### src/rtl/smx_pkg.sv
`timescale 1ns / 1ps
package smx_pkg;

   typedef struct packed {
      logic signed [15:0] score;
      logic               last_in;
   } req_type;

   typedef struct packed {
      logic [16:0] prob;
      logic [5:0]  elem_index;
      logic        last_out;
      logic        overflow;
   } rsp_type;

   localparam int SCORE_W = 16;
   localparam int EXP_W = 17;
   localparam int SUM_W = 23;
   localparam int EXP_BITS = 13;
   localparam logic [31:0] EXP_C0 = 32'd4278222805;
   localparam int FLUSH_LIMIT = 4096;
   localparam logic signed [SCORE_W-1:0] SCORE_MIN = 16'sh8000;

   // shared multiply unit request
   typedef struct packed {
      logic        start;
      logic [32:0] a;
      logic [31:0] b;
   } mul_req_type;

endpackage

### src/rtl/smx_mul.sv
`timescale 1ns / 1ps
// Shared rounding multiplier: q = (a*b + 2^31) >> 32, a up to 33 bits.
// Split into a 16x32 low partial product, registered in lo_ff, and a 17x32 high one added at the output.
module smx_mul (
   input  logic                 clock,
   input  logic                 reset,
   input  smx_pkg::mul_req_type req,
   output logic                 done,
   output logic [32:0]          q
);
   logic [1:0]  phase_ff, phase_in;
   logic [32:0] a_ff, a_in;
   logic [31:0] b_ff, b_in;
   logic [48:0] lo_ff, lo_in;
   logic [48:0] hi_prod;
   logic [65:0] full;

   assign hi_prod = {32'd0, a_ff[32:16]} * {17'd0, b_ff} ;
   assign full = {1'b0, hi_prod, 16'd0} + {17'd0, lo_ff} + 66'd2147483648;

   always_comb begin
      phase_in = {phase_ff[0], req.start};
      a_in = req.start ? req.a : a_ff;
      b_in = req.start ? req.b : b_ff;
      lo_in = phase_ff[0] ? ({33'd0, a_ff[15:0]} * {17'd0, b_ff}) : lo_ff;
   end

   always_ff @(posedge clock) begin
      if (reset) begin
         phase_ff <= '0;
      end else begin
         phase_ff <= phase_in;
      end
      a_ff <= a_in;
      b_ff <= b_in;
      lo_ff <= lo_in;
   end

   assign done = phase_ff[1];
   assign q = full[64:32];
endmodule

### src/rtl/smx_div.sv
`timescale 1ns / 1ps
// Restoring divider: quot = (num << 16) / den, one quotient bit per cycle.
// done stays high from the end of a division until the next start.
module smx_div (
   input  logic        clock,
   input  logic        reset,
   input  logic        start,
   input  logic [16:0] num,
   input  logic [22:0] den,
   output logic        done,
   output logic [16:0] quot
);
   localparam int NB = 33;
   logic [5:0]  cnt_ff, cnt_in;
   logic        busy_ff, busy_in;
   logic        done_ff, done_in;
   logic [32:0] dvd_ff, dvd_in;
   logic [23:0] rem_ff, rem_in;
   logic [23:0] trial;
   logic [23:0] shifted;

   always_comb begin
      shifted = {rem_ff[22:0], dvd_ff[NB-1]};
      trial = shifted - {1'b0, den};
      cnt_in = cnt_ff;
      busy_in = busy_ff;
      done_in = done_ff && !start;
      dvd_in = dvd_ff;
      rem_in = rem_ff;
      if (start) begin
         busy_in = 1'b1;
         cnt_in = 6'(NB);
         dvd_in = {num, 16'd0};
         rem_in = '0;
      end else if (busy_ff) begin
         if (!trial[23]) begin
            rem_in = trial;
         end else begin
            rem_in = shifted;
         end
         dvd_in = {dvd_ff[NB-2:0], ~trial[23]};
         cnt_in = cnt_ff - 6'd1;
         if (cnt_ff == 6'd1) begin
            busy_in = 1'b0;
            done_in = 1'b1;
         end
      end
   end

   always_ff @(posedge clock) begin
      if (reset) begin
         busy_ff <= 1'b0;
         done_ff <= 1'b0;
         cnt_ff <= '0;
      end else begin
         busy_ff <= busy_in;
         done_ff <= done_in;
         cnt_ff <= cnt_in;
      end
      dvd_ff <= dvd_in;
      rem_ff <= rem_in;
   end

   assign done = done_ff;
   // quotient < 2^17 since num <= sum; zero divisor cannot occur
   assign quot = (den == '0) ? 17'd0 : dvd_ff[16:0];
endmodule

### src/rtl/softmax_normalizer_core.sv
`timescale 1ns / 1ps
// Load: one element taken per cycle in ST_LOAD; req_stall is high in other states. After the
// last_in element the exp pass runs the shared multiplier over the 13-bit magnitude of
// score minus max: per bit an acc*c product if the bit is set, then c*c, then write-back.
// The divide pass divides each exp by the sum, one quotient bit a cycle, and waits out any
// result stall; input stays stalled until the last result. Synchronous active-high reset
// clears state, counters, max, sum and flags; the memories are undefined until written.
module softmax_normalizer_core #(
   parameter int MAX_LEN = 64
) (
   input  logic              clock,
   input  logic              reset,
   input  logic              req_valid,
   output logic              req_stall,
   input  smx_pkg::req_type  req_data,
   output logic              rsp_valid,
   input  logic              rsp_stall,
   output smx_pkg::rsp_type  rsp_data
);
   localparam int IW = 6;

   typedef enum logic [7:0] {
      ST_LOAD  = 8'b0000_0001,
      ST_RD    = 8'b0000_0010,
      ST_EXP   = 8'b0000_0100,
      ST_MUL   = 8'b0000_1000,
      ST_EXPW  = 8'b0001_0000,
      ST_DRD   = 8'b0010_0000,
      ST_DIV   = 8'b0100_0000,
      ST_OUT   = 8'b1000_0000
   } state_type;

   state_type state_ff, state_in;
   logic signed [15:0] score_mem [64];
   logic [16:0]        exp_mem [64];
   logic [6:0]  count_ff, count_in;
   logic signed [15:0] max_ff, max_in;
   logic [22:0] sum_ff, sum_in;
   logic        drop_ff, drop_in;
   logic [6:0]  idx_ff, idx_in;
   logic [3:0]  bit_ff, bit_in;
   logic        sqr_ff, sqr_in;
   logic [32:0] acc_ff, acc_in;
   logic [31:0] c_ff, c_in;
   logic [12:0] m_ff, m_in;
   logic        flush_ff, flush_in;
   logic        div_go_ff, div_go_in;
   logic signed [15:0] rd_score_ff;
   logic [16:0] rd_exp_ff;
   logic        rsp_valid_ff, rsp_valid_in;
   smx_pkg::rsp_type rsp_ff, rsp_in;
   smx_pkg::mul_req_type mreq;
   logic        mdone;
   logic [32:0] mq;
   logic        dstart, ddone;
   logic [16:0] dq;
   logic        take, store_ok;
   logic signed [16:0] diff;
   logic [16:0] exp_val;
   logic [33:0] acc_rnd;

   assign req_stall = (state_ff != ST_LOAD);
   assign take = req_valid && !req_stall;
   assign store_ok = (count_ff < 7'(MAX_LEN));
   assign diff = 17'(rd_score_ff) - 17'(max_ff);
   assign acc_rnd = {1'b0, acc_ff} + 34'd32768;
   assign exp_val = flush_ff ? 17'd0 : acc_rnd[32:16];
   assign dstart = div_go_ff;

   smx_mul u_mul (.clock(clock), .reset(reset), .req(mreq), .done(mdone), .q(mq));
   smx_div u_div (.clock(clock), .reset(reset), .start(dstart), .num(rd_exp_ff),
      .den(sum_ff), .done(ddone), .quot(dq));

   // memories
   always_ff @(posedge clock) begin
      if (take && store_ok) begin
         score_mem[count_ff[IW-1:0]] <= req_data.score;
      end
      if (state_ff == ST_EXPW) begin
         exp_mem[idx_ff[IW-1:0]] <= exp_val;
      end
      rd_score_ff <= score_mem[idx_ff[IW-1:0]];
      rd_exp_ff <= exp_mem[idx_ff[IW-1:0]];
   end

   // sequencer
   always_comb begin
      state_in = state_ff;
      count_in = count_ff;
      max_in = max_ff;
      sum_in = sum_ff;
      drop_in = drop_ff;
      idx_in = idx_ff;
      bit_in = bit_ff;
      sqr_in = sqr_ff;
      acc_in = acc_ff;
      c_in = c_ff;
      m_in = m_ff;
      flush_in = flush_ff;
      mreq = '0;
      rsp_valid_in = rsp_valid_ff && rsp_stall;
      rsp_in = rsp_ff;
      case (state_ff)
         ST_LOAD: begin
            if (take) begin
               if (store_ok) begin
                  if (count_ff == '0 || req_data.score > max_ff) begin
                     max_in = req_data.score;
                  end
                  count_in = count_ff + 7'd1;
               end else begin
                  drop_in = 1'b1;
               end
               if (req_data.last_in) begin
                  idx_in = '0;
                  sum_in = '0;
                  state_in = ST_RD;
               end
            end
         end
         ST_RD: begin
            // memory read latency
            state_in = ST_EXP;
         end
         ST_EXP: begin
            flush_in = (diff < -17'sd4096);
            m_in = 13'(-diff);
            acc_in = 33'h1_0000_0000;
            c_in = smx_pkg::EXP_C0;
            bit_in = '0;
            sqr_in = 1'b0;
            state_in = ST_MUL;
         end
         ST_MUL: begin
            // each bit: optional acc*c, then c*c, via the shared multiplier
            if (bit_ff == 4'(smx_pkg::EXP_BITS)) begin
               state_in = ST_EXPW;
            end else if (!sqr_ff && !m_ff[0]) begin
               sqr_in = 1'b1;
            end else begin
               mreq.start = 1'b1;
               mreq.a = sqr_ff ? {1'b0, c_ff} : acc_ff;
               mreq.b = c_ff;
               state_in = ST_EXPW;
            end
         end
         ST_EXPW: begin
            if (bit_ff == 4'(smx_pkg::EXP_BITS)) begin
               // exp value written to memory this cycle
               sum_in = sum_ff + 23'(exp_val);
               if (idx_ff + 7'd1 == count_ff) begin
                  idx_in = '0;
                  state_in = ST_DRD;
               end else begin
                  idx_in = idx_ff + 7'd1;
                  state_in = ST_RD;
               end
            end else if (mdone) begin
               if (sqr_ff) begin
                  c_in = mq[31:0];
                  sqr_in = 1'b0;
                  m_in = m_ff >> 1;
                  bit_in = bit_ff + 4'd1;
               end else begin
                  acc_in = mq;
                  sqr_in = 1'b1;
               end
               state_in = ST_MUL;
            end
         end
         ST_DRD: begin
            state_in = ST_DIV;
         end
         ST_DIV: begin
            // done from the previous element is still high on the launch cycle
            if (!rsp_valid_ff || !rsp_stall) begin
               if (ddone && !div_go_ff) begin
                  rsp_valid_in = 1'b1;
                  rsp_in.prob = dq;
                  rsp_in.elem_index = idx_ff[IW-1:0];
                  rsp_in.last_out = (idx_ff + 7'd1 == count_ff);
                  rsp_in.overflow = drop_ff;
                  state_in = ST_OUT;
               end
            end
         end
         ST_OUT: begin
            if (idx_ff + 7'd1 == count_ff) begin
               count_in = '0;
               max_in = smx_pkg::SCORE_MIN;
               sum_in = '0;
               drop_in = 1'b0;
               state_in = ST_LOAD;
            end else begin
               idx_in = idx_ff + 7'd1;
               state_in = ST_DRD;
            end
         end
         default: state_in = ST_LOAD;
      endcase
      // divider launched on entry to ST_DIV, once the exp read data is valid
      div_go_in = (state_ff == ST_DRD);
   end

   always_ff @(posedge clock) begin
      if (reset) begin
         state_ff <= ST_LOAD;
         count_ff <= '0;
         max_ff <= smx_pkg::SCORE_MIN;
         sum_ff <= '0;
         drop_ff <= 1'b0;
         rsp_valid_ff <= 1'b0;
         idx_ff <= '0;
         div_go_ff <= 1'b0;
      end else begin
         state_ff <= state_in;
         count_ff <= count_in;
         max_ff <= max_in;
         sum_ff <= sum_in;
         drop_ff <= drop_in;
         rsp_valid_ff <= rsp_valid_in;
         idx_ff <= idx_in;
         div_go_ff <= div_go_in;
      end
      bit_ff <= bit_in;
      sqr_ff <= sqr_in;
      acc_ff <= acc_in;
      c_ff <= c_in;
      m_ff <= m_in;
      flush_ff <= flush_in;
      rsp_ff <= rsp_in;
   end

   assign rsp_valid = rsp_valid_ff;
   assign rsp_data = rsp_ff;

   // checks
   a_no_take_busy: assert property (@(posedge clock) disable iff (reset)
      (state_ff != ST_LOAD) |-> !take) else $error("input taken while busy");
   a_count_cap: assert property (@(posedge clock) disable iff (reset)
      count_ff <= 7'(MAX_LEN)) else $error("count above capacity");
   a_rsp_hold: assert property (@(posedge clock) disable iff (reset)
      (rsp_valid_ff && rsp_stall) |=> $stable(rsp_ff)) else $error("result changed");
   a_out_valid: assert property (@(posedge clock) disable iff (reset)
      (state_ff == ST_OUT) |-> rsp_valid_ff) else $error("out without result");
endmodule
### config.mk
export PLATFORM = sky130hd
export DESIGN_NAME = softmax_normalizer_core
export DESIGN_NICKNAME = d
export VERILOG_FILES = /design/src/rtl/smx_pkg.sv /design/src/rtl/smx_mul.sv /design/src/rtl/smx_div.sv /design/src/rtl/softmax_normalizer_core.sv
export SDC_FILE = /design/constraint.sdc
export NUM_CORES = 2
export LEC_CHECK = 0
export BUFFER_PORTS_ARGS = -buffer_cell sky130_fd_sc_hd__buf_2
export CORE_MARGIN = 2
export CORE_UTILIZATION = 60
export CTS_BUF_LIST = sky130_fd_sc_hd__clkbuf_16
export DETAILED_ROUTE_END_ITERATION = 12
export HOLD_SLACK_MARGIN = 0.02
export PLACE_DENSITY = 0.85
export RECOVER_POWER = 50
export SYNTH_ARGS = -nofsm -noshare
export SYNTH_HDL_FRONTEND = slang
export SYNTH_SLANG_ARGS = --single-unit
### constraint.sdc
create_clock -name clock -period 9.85 [get_ports clock]
set_input_delay 1.97 -clock clock [delete_from_list [all_inputs] [get_ports clock]]
set_output_delay 1.97 -clock clock [all_outputs]
set_load 0.02 [all_outputs]
### Word level (Yosys, flattened, before mapping)

Memory sizes are Yosys's and may differ from the RTL's. A register that Yosys moved wholly into a read port is not among the register bits.
Cells that the tools add are included.

| word-level totals | value |
|---|---|
| bits of input ports | 21 |
| memories | 2 |
| latch bits | 0 |
| output and inout bits | 27 |
| ROM bits | 0 |
| word-level logic and storage cells | 193 |
| bits in writable memories | 2112 |
| register bits after elaboration | 352 |

| cells by class | value |
|---|---|
| order comparisons | 3 |
| muxes and demuxes | 80 |
| divide/modulo/power cells | 0 |
| shift operators | 0 |
| eq/ne operators | 30 |
| bitwise gates (word level) | 2 |
| $mul | 2 |
| add/sub/neg operators | 11 |
| reduce and logical (&&, ||, !) cells | 33 |

Memory list:

| name | depth | bits a word | read ports | clocked after Yosys merged registers in | write ports | RTL line | RTL |
|---|---|---|---|---|---|---|---|
| exp_mem | 64 | 17 | 1 | 1 | 1 | softmax_normalizer_core.sv:35 | `logic [16:0] exp_mem [64];` |
| score_mem | 64 | 16 | 1 | 1 | 1 | softmax_normalizer_core.sv:34 | `logic signed [15:0] score_mem [64];` |

Operator list:

| operator | number |
|---|---|
| $mux W33 | 6 |
| $mux W66 | 3 |
| $mux W23 | 5 |
| $mux W32 | 3 |
| $pmux W23 S3 | 1 |
| $pmux W33 S2 | 1 |
| $add A65 B32 Y65 const B | 1 |
| $add A65 B48 Y65 | 1 |
| $mux W16 | 4 |
| $mux W8 | 8 |
| $pmux W32 S2 | 1 |
| $pmux W8 S8 | 1 |
| $mux W7 | 8 |
| $mul A17 B32 Y49 | 1 |
| $mul A16 B32 Y48 | 1 |
| $mux W13 | 3 |
| $add A33 B16 Y33 const B | 1 |
| $pmux W16 S2 | 1 |
| $ne A2 B2 Y1 const B | 14 |
| $pmux W13 S2 | 1 |
| $mux W6 | 4 |
| $sub A24 B23 Y24 | 1 |
| $add A23 B17 Y23 | 1 |
| $logic_not A23 Y1 | 1 |
| 45 further kinds | 89 |

### Logic depth before layout (Yosys ltp)

| depth | value |
|---|---|
| depth in word-level cells | 7 |
| mapped depth | 39 |
| depth with buffers taken out | 38 |

### Hierarchy

From an unflattened synthesis, not the netlist that was laid out.

| unflattened totals | value |
|---|---|
| cell total of the unflattened synthesis | 9776 |
| area, all modules | 128588.3 um^2 |

Modules (own cells, without submodules):

| module | area each (um^2) | cells each | sequential area each (um^2) | times used |
|---|---|---|---|---|
| softmax_normalizer_core | 86898.3 | 5150 | 68635.8 | 1 |
| smx_mul | 37536.0 | 4171 | 2952.8 | 1 |
| smx_div | 4154.0 | 455 | 1451.4 | 1 |

### Worst setup path after synthesis

Ideal clock, no wire load.

| timing | value |
|---|---|
| path type | reg2reg |
| start point | register u_mul.b_ff[10] |
| end point | register acc_ff[32] (data pin) |
| path buffers | 2 |
| data required time | 9583 ps |
| slack | 1056 ps |
| clock period less this slack | 8794 ps |
| setup time | 267 ps |
| arrival | 8527 ps |
| cell stages (with the launch flop) | 38 |
| path through | edfxtp_1 > clkbuf_1 > nand2_1 > fa_1 > fa_1 > fa_1 > fa_1 > inv_1 > fa_1 > inv_1 > fa_1 > inv_1 > ha_1 > clkbuf_1 > a21oi_1 > nor2_1 > o31ai_1 > a21oi_1 > (+2 left out) > nor2b_1 > o21a_1 > o21ai_0 > nand2b_1 > a21oi_1 > xnor2_1 > ha_1 > ha_1 > and2_1 > nor2b_1 > a211oi_1 > a21boi_0 > o2111ai_1 > nor4b_4 > nand4bb_4 > nor4b_4 > a21oi_1 > nand3b_1 |

| between the ends | value |
|---|---|
| cells in the longest elaborated chain, start to end | 7 |

Ends and longest elaborated chain:

| element | RTL line | RTL |
|---|---|---|
| from (decl) | smx_mul.sv:13 | `logic [31:0] b_ff, b_in;` |
| from (signal assigned) | smx_mul.sv:35 | `b_ff <= b_in;` |
| $mul A17 B32 Y49 | smx_mul.sv:18 | `assign hi_prod = {32'd0, a_ff[32:16]} * {17'd0, b_ff} ;` |
| $add A65 B48 Y65 | smx_mul.sv:19 | `assign full = {1'b0, hi_prod, 16'd0} + {17'd0, lo_ff} + 66'd2147483648;` |
| $add A65 B32 Y65 | smx_mul.sv:19 |  |
| $mux W33 | softmax_normalizer_core.sv:159 | `if (sqr_ff) begin` |
| $mux W33 | softmax_normalizer_core.sv:158 | `end else if (mdone) begin` |
| $mux W33 | softmax_normalizer_core.sv:148 | `if (bit_ff == 4'(smx_pkg::EXP_BITS)) begin` |
| $pmux W33 S2 | softmax_normalizer_core.sv:103 | `case (state_ff)` |
| to (signal assigned) | softmax_normalizer_core.sv:227 | `acc_ff <= acc_in;` |
| to (decl) | softmax_normalizer_core.sv:43 | `logic [32:0] acc_ff, acc_in;` |

No other way between the ends. The select of a mux whose other input is x is not followed.
A chain may end at the register's enable or synchronous reset.

### Worst setup path in the final report

| timing | value |
|---|---|
| start point | register u_mul.a_ff[21] |
| end point | register c_ff[31] (data pin) |

| between the ends | value |
|---|---|
| cells in the longest elaborated chain, start to end | 7 |

Ends and longest elaborated chain:

| element | RTL line | RTL |
|---|---|---|
| from (decl) | smx_mul.sv:12 | `logic [32:0] a_ff, a_in;` |
| from (signal assigned) | smx_mul.sv:34 | `a_ff <= a_in;` |
| $mul A17 B32 Y49 | smx_mul.sv:18 |  |
| $add A65 B48 Y65 | smx_mul.sv:19 |  |
| $add A65 B32 Y65 | smx_mul.sv:19 |  |
| $mux W32 | softmax_normalizer_core.sv:159 |  |
| $mux W32 | softmax_normalizer_core.sv:158 |  |
| $mux W32 | softmax_normalizer_core.sv:148 |  |
| $pmux W32 S2 | softmax_normalizer_core.sv:103 |  |
| to (signal assigned) | softmax_normalizer_core.sv:228 | `c_ff <= c_in;` |
| to (decl) | softmax_normalizer_core.sv:44 | `logic [31:0] c_ff, c_in;` |

No other way between the ends. The select of a mux whose other input is x is not followed.

==> impl_metrics.py <==
metrics = {
    "global_route": {
        "grt_pass1_vias": 86200,
        "grt_pass1_wl_um": 530000,
        "track_usage_pct": 32.8,
        "antenna_found_initial": 19,
        "grt_overflow": 0,
        "grt_max_degree": 116,
    },
    "route": {
        "vias": 84200,
        "drt-initial-drc-count": 12600,
        "met3_length_um": 45900,
        "met2_length_um": 165000,
        "ant_nets": 0,
        "wire_per_inst_um": 28.0,
        "firstDrtPassIters": 7,
        "top_layer": "met5",
        "postRouteWirelength_um": 355000,
        "drc": 0,
        "m1WireLength_um": 114000,
        "vias_per_cell": 6.65,
    },
    "synth": {
        "synth.cell_area_um2": 127000,
        "synth.avg_cell_area_um2": 13.3,
        "ys_top_cells_by_count": "2,335 x edfxtp_1, 1,039 x inv_1, 880 x nand2_1",
        "synth_seq_cells": 2481,
        "synth_cells": 9577,
        "yosysSeqAreaShare_pct": 57.5,
        "synthXorXnorAreaFrac_pct": 1.35,
        "synth_fp_nets": 10900,
        "synth_top_family_by_area": "adder cells",
        "ys_async_sr_fraction_pct": 0,
        "netlist.area_leader.share_pct": 55.2,
        "yosys.area_share.simple_pct": 7.96,
        "synth_top_flop_cell": "edfxtp_1",
        "synth.mux.area_fraction_pct": 0.417,
        "yosys.area.top_type": "edfxtp_1",
        "synth_compound_area_share_pct": 10.6,
        "synth_cell_types": 82,
        "synth.most_common_cell": "edfxtp_1",
        "synth_edf_count": 2335,
        "synthTopCellsByArea": "edfxtp_1 55%, fa_1 14%, a22oi_1 3.8%, ha_1 3.8%, inv_1 3.1%",
        "yosys_warnings": 0,
        "synth_fa_ha_area_share_pct": 17.5,
    },
    "cts": {
        "postCtsHoldBufs": 0,
        "cts_sinks": 2481,
        "cts_tree": "done",
        "clkSlewWorstSetupHoldPaths_ns": 0.07,
        "cts-root-buf": "clkbuf_16",
        "cts_buffers": 228,
        "clockBufferDepth": 3,
        "clk_latency_ns": 0.91,
        "cts_max_level": 4,
    },
    "hold_path": {
        "hold_start": "max_ff[12]$_SDFFE_PP0P_",
        "hold_class": "flop to flop",
    },
    "power_and_ir_drop": {
        "comb_power_share_pct": 7.7,
        "power.total_uw": 22100,
        "power.switching_uw": 5170,
        "ir_worst_vdd_mv": 0.222,
        "internal_power_uw": 16900,
        "sw_frac_of_total_pct": 23.4,
        "leakage_uw": 0.0546,
        "pwr-share-clk_pct": 39.2,
        "power_frac_seq_pct": 53.1,
        "power_density_nw_per_um2": 159,
    },
    "placed_design": {
        "portBuffers": 47,
        "place_congestion": 0.972,
        "place.detailed.hpwl_um": 216000,
    },
    "timing": {
        "worst_pin_slew_ns": 3.79,
        "hold_viol": 0,
        "fmaxAchievable_mhz": 105,
        "fin_crit_ns": 9.48,
        "clock_skew_ns": 0.0805,
        "min_period_over_period_pct": 96.3,
        "hold_slack_ns": 0.470,
        "slew_viol_final": 2510,
        "setup_viol": 0,
        "slew_headroom_pct": -153,
    },
    "die": {
        "fp-row-count": 168,
        "io_pins": 48,
        "core_area_um2": 210000,
        "dieArea_um2": 216000,
        "fp.dieH_um": 464,
        "start_util_pct": 60.5,
        "die_w_um": 464,
    },
    "cells_and_area": {
        "drive_above_1_share_pct": 7.41,
        "fillers": 13500,
        "syn2layout_area_growth_pct": 9.40,
        "fin_nets": 10900,
    },
    "critical_path": {
        "required_ns": 10.40,
        "critPathKind": "flop to flop",
        "slowest_delay_ns": 0.56,
        "r2r-start": "u_mul.a_ff[21]$_SDFFCE_PP0P_",
        "critPathMaxFanout": 6,
        "critPathMostFrequentCell": "fa_1",
        "crit_slowest_cell": "fa_1",
        "worstPathArrival_ns": 10.03,
        "crit_path_end_kind": "flop",
        "startpoint_type": "flop",
        "startpoint": "u_mul.a_ff[21]$_SDFFCE_PP0P_",
    },
    "run_status": {
        "violations": "capacitance limit, slew limit",
        "status": "finished with violations",
    },
    "job": {
        "drv_cap": 44,
    },
}
## worst max-delay path: cells and delay by family (launching register included)
kind	cells	cell delay, ns
AO/OA/AOI/OAI	7	1.19
adder cells (fa/ha/maj)	9	3.99
buffers and inverters	6	0.61
AND/OR/NAND/NOR	11	2.58
XOR/XNOR	2	0.35
flip-flops	1	0.47
## per-layer routing
| layer | track usage (%) | vias up |
|---|---|---|
| li1 | - | 34500 |
| met4 | 22.4 | 26 |
| met3 | 8.04 | 1603 |
| met2 | 51.6 | 6860 |
| met5 | 0 | - |
| met1 | 40.2 | 41300 |
## cell type report
| class | instances | area (µm²) | area share [%] |
|---|---|---|---|
| multi-input combinational | 5502 | 48300 | 34.7 |
| clock inverter | 197 | 1560 | 1.12 |
| antenna | 3 | 7.51 | 0.00540 |
| tap | 2805 | 3510 | 2.52 |
| sequential | 2481 | 73000 | 52.5 |
| clock buffer | 231 | 5780 | 4.16 |
| timing repair buffer | 406 | 2940 | 2.11 |
| inverter | 1039 | 3900 | 2.81 |
## sequential cells by signal, summed over array words and instances, names as in the netlist, 23 cells and up
name and cells:
u_mul.b_ff 32, u_div.dvd_ff 33, u_div.rem_ff 23, score_mem 1024, u_mul.lo_ff 32, rsp_data 25, exp_mem 1088, u_mul.a_ff 33
sum_ff 23, c_ff 32, acc_ff 33
## cells by family (layout without fill, tap and decap cells)
| family | Yosys count | after routing |
|---|---|---|
| DFF | 2481 | 2481 |
| and+or+nand+nor | 2138 | 2138 |
| AOI/OAI and AO/OA | 1864 | 1864 |
| buffers and inverters | 1594 | 1873 |
| adders and majority gates | 1252 | 1252 |
| xor gates and xnor gates | 195 | 195 |
| muxes | 53 | 53 |
| other | 0 | 3 |
## power groups by stage
stage / Sequential [µW] / Clock, µW / Combinational (µW)
floorplan: 11900 / 0 / 1130
global placement: 11900 / 0 / 1570
detailed placement: 11900 / 0 / 1640
CTS: 11700 / 8650 / 1660
global route: 11700 / 9040 / 1840
finish: 11700 / 8660 / 1700
## final timing paths
path,endpoint,slack [ns],cells after the start
hold / removal,max_ff[12]$_SDFFE_PP0P_,0.47,2
setup reg to reg,c_ff[31]$_SDFFCE_PN1P_,0.37,35
hold reg to reg,max_ff[12]$_SDFFE_PP0P_,0.47,2
setup / recovery,c_ff[31]$_SDFFCE_PN1P_,0.37,35
## cell usage in the layout, fill, tap and decap left out, drive strengths merged, types with 12 or more instances in the layout
master / synthesis / layout
edfxtp: 2335 / 2335
inv: 1039 / 1092
nand2: 880 / 880
fa: 869 / 869
a22oi: 649 / 649
nor2: 416 / 416
ha: 383 / 383
and2: 378 / 378
buf: 67 / 329
clkbuf: 488 / 308
a21oi: 251 / 251
a22o: 226 / 226
a31oi: 213 / 213
a221oi: 209 / 209
dfxtp: 146 / 146
clkinv: 0 / 121
xnor2: 112 / 112
nand3: 103 / 103
o21ai: 96 / 96
xor2: 83 / 83
nand4: 77 / 77
a21o: 70 / 70
mux2i: 53 / 53
nor2b: 48 / 48
nor4: 48 / 48
nor3: 47 / 47
nand2b: 40 / 40
o211ai: 28 / 28
a211oi: 23 / 23
and3: 21 / 21
o21a: 17 / 17
bufinv: 0 / 15
or3: 15 / 15
o21bai: 14 / 14
nand3b: 13 / 13
or2: 12 / 12
## through the flow
| stage | setup TNS, ns | setup slack, ns | instances | area (µm²) | util (%) |
|---|---|---|---|---|---|
| global route | -0.0329 | -0.0329 | 12700 | 139000 | 66.2 |
| floorplan | 0 | 1.06 | 9577 | 127000 | - |
| CTS | 0 | 0.0930 | 12600 | 139000 | 66.2 |
| finish | 0 | 0.369 | 12700 | 139000 | 66.2 |
| global placement | 0 | 0.264 | 12200 | 132000 | 62.7 |
| detailed placement | 0 | 0.0572 | 12200 | 132000 | 62.7 |
## what timing repair did
item / CTS / global route
setup endpoints to repair: 2 / 13
pin swaps: 0 / 4
buffers inserted: 3 / 33
resized for setup: 0 / 8
Power figures use the tool's default switching activity.
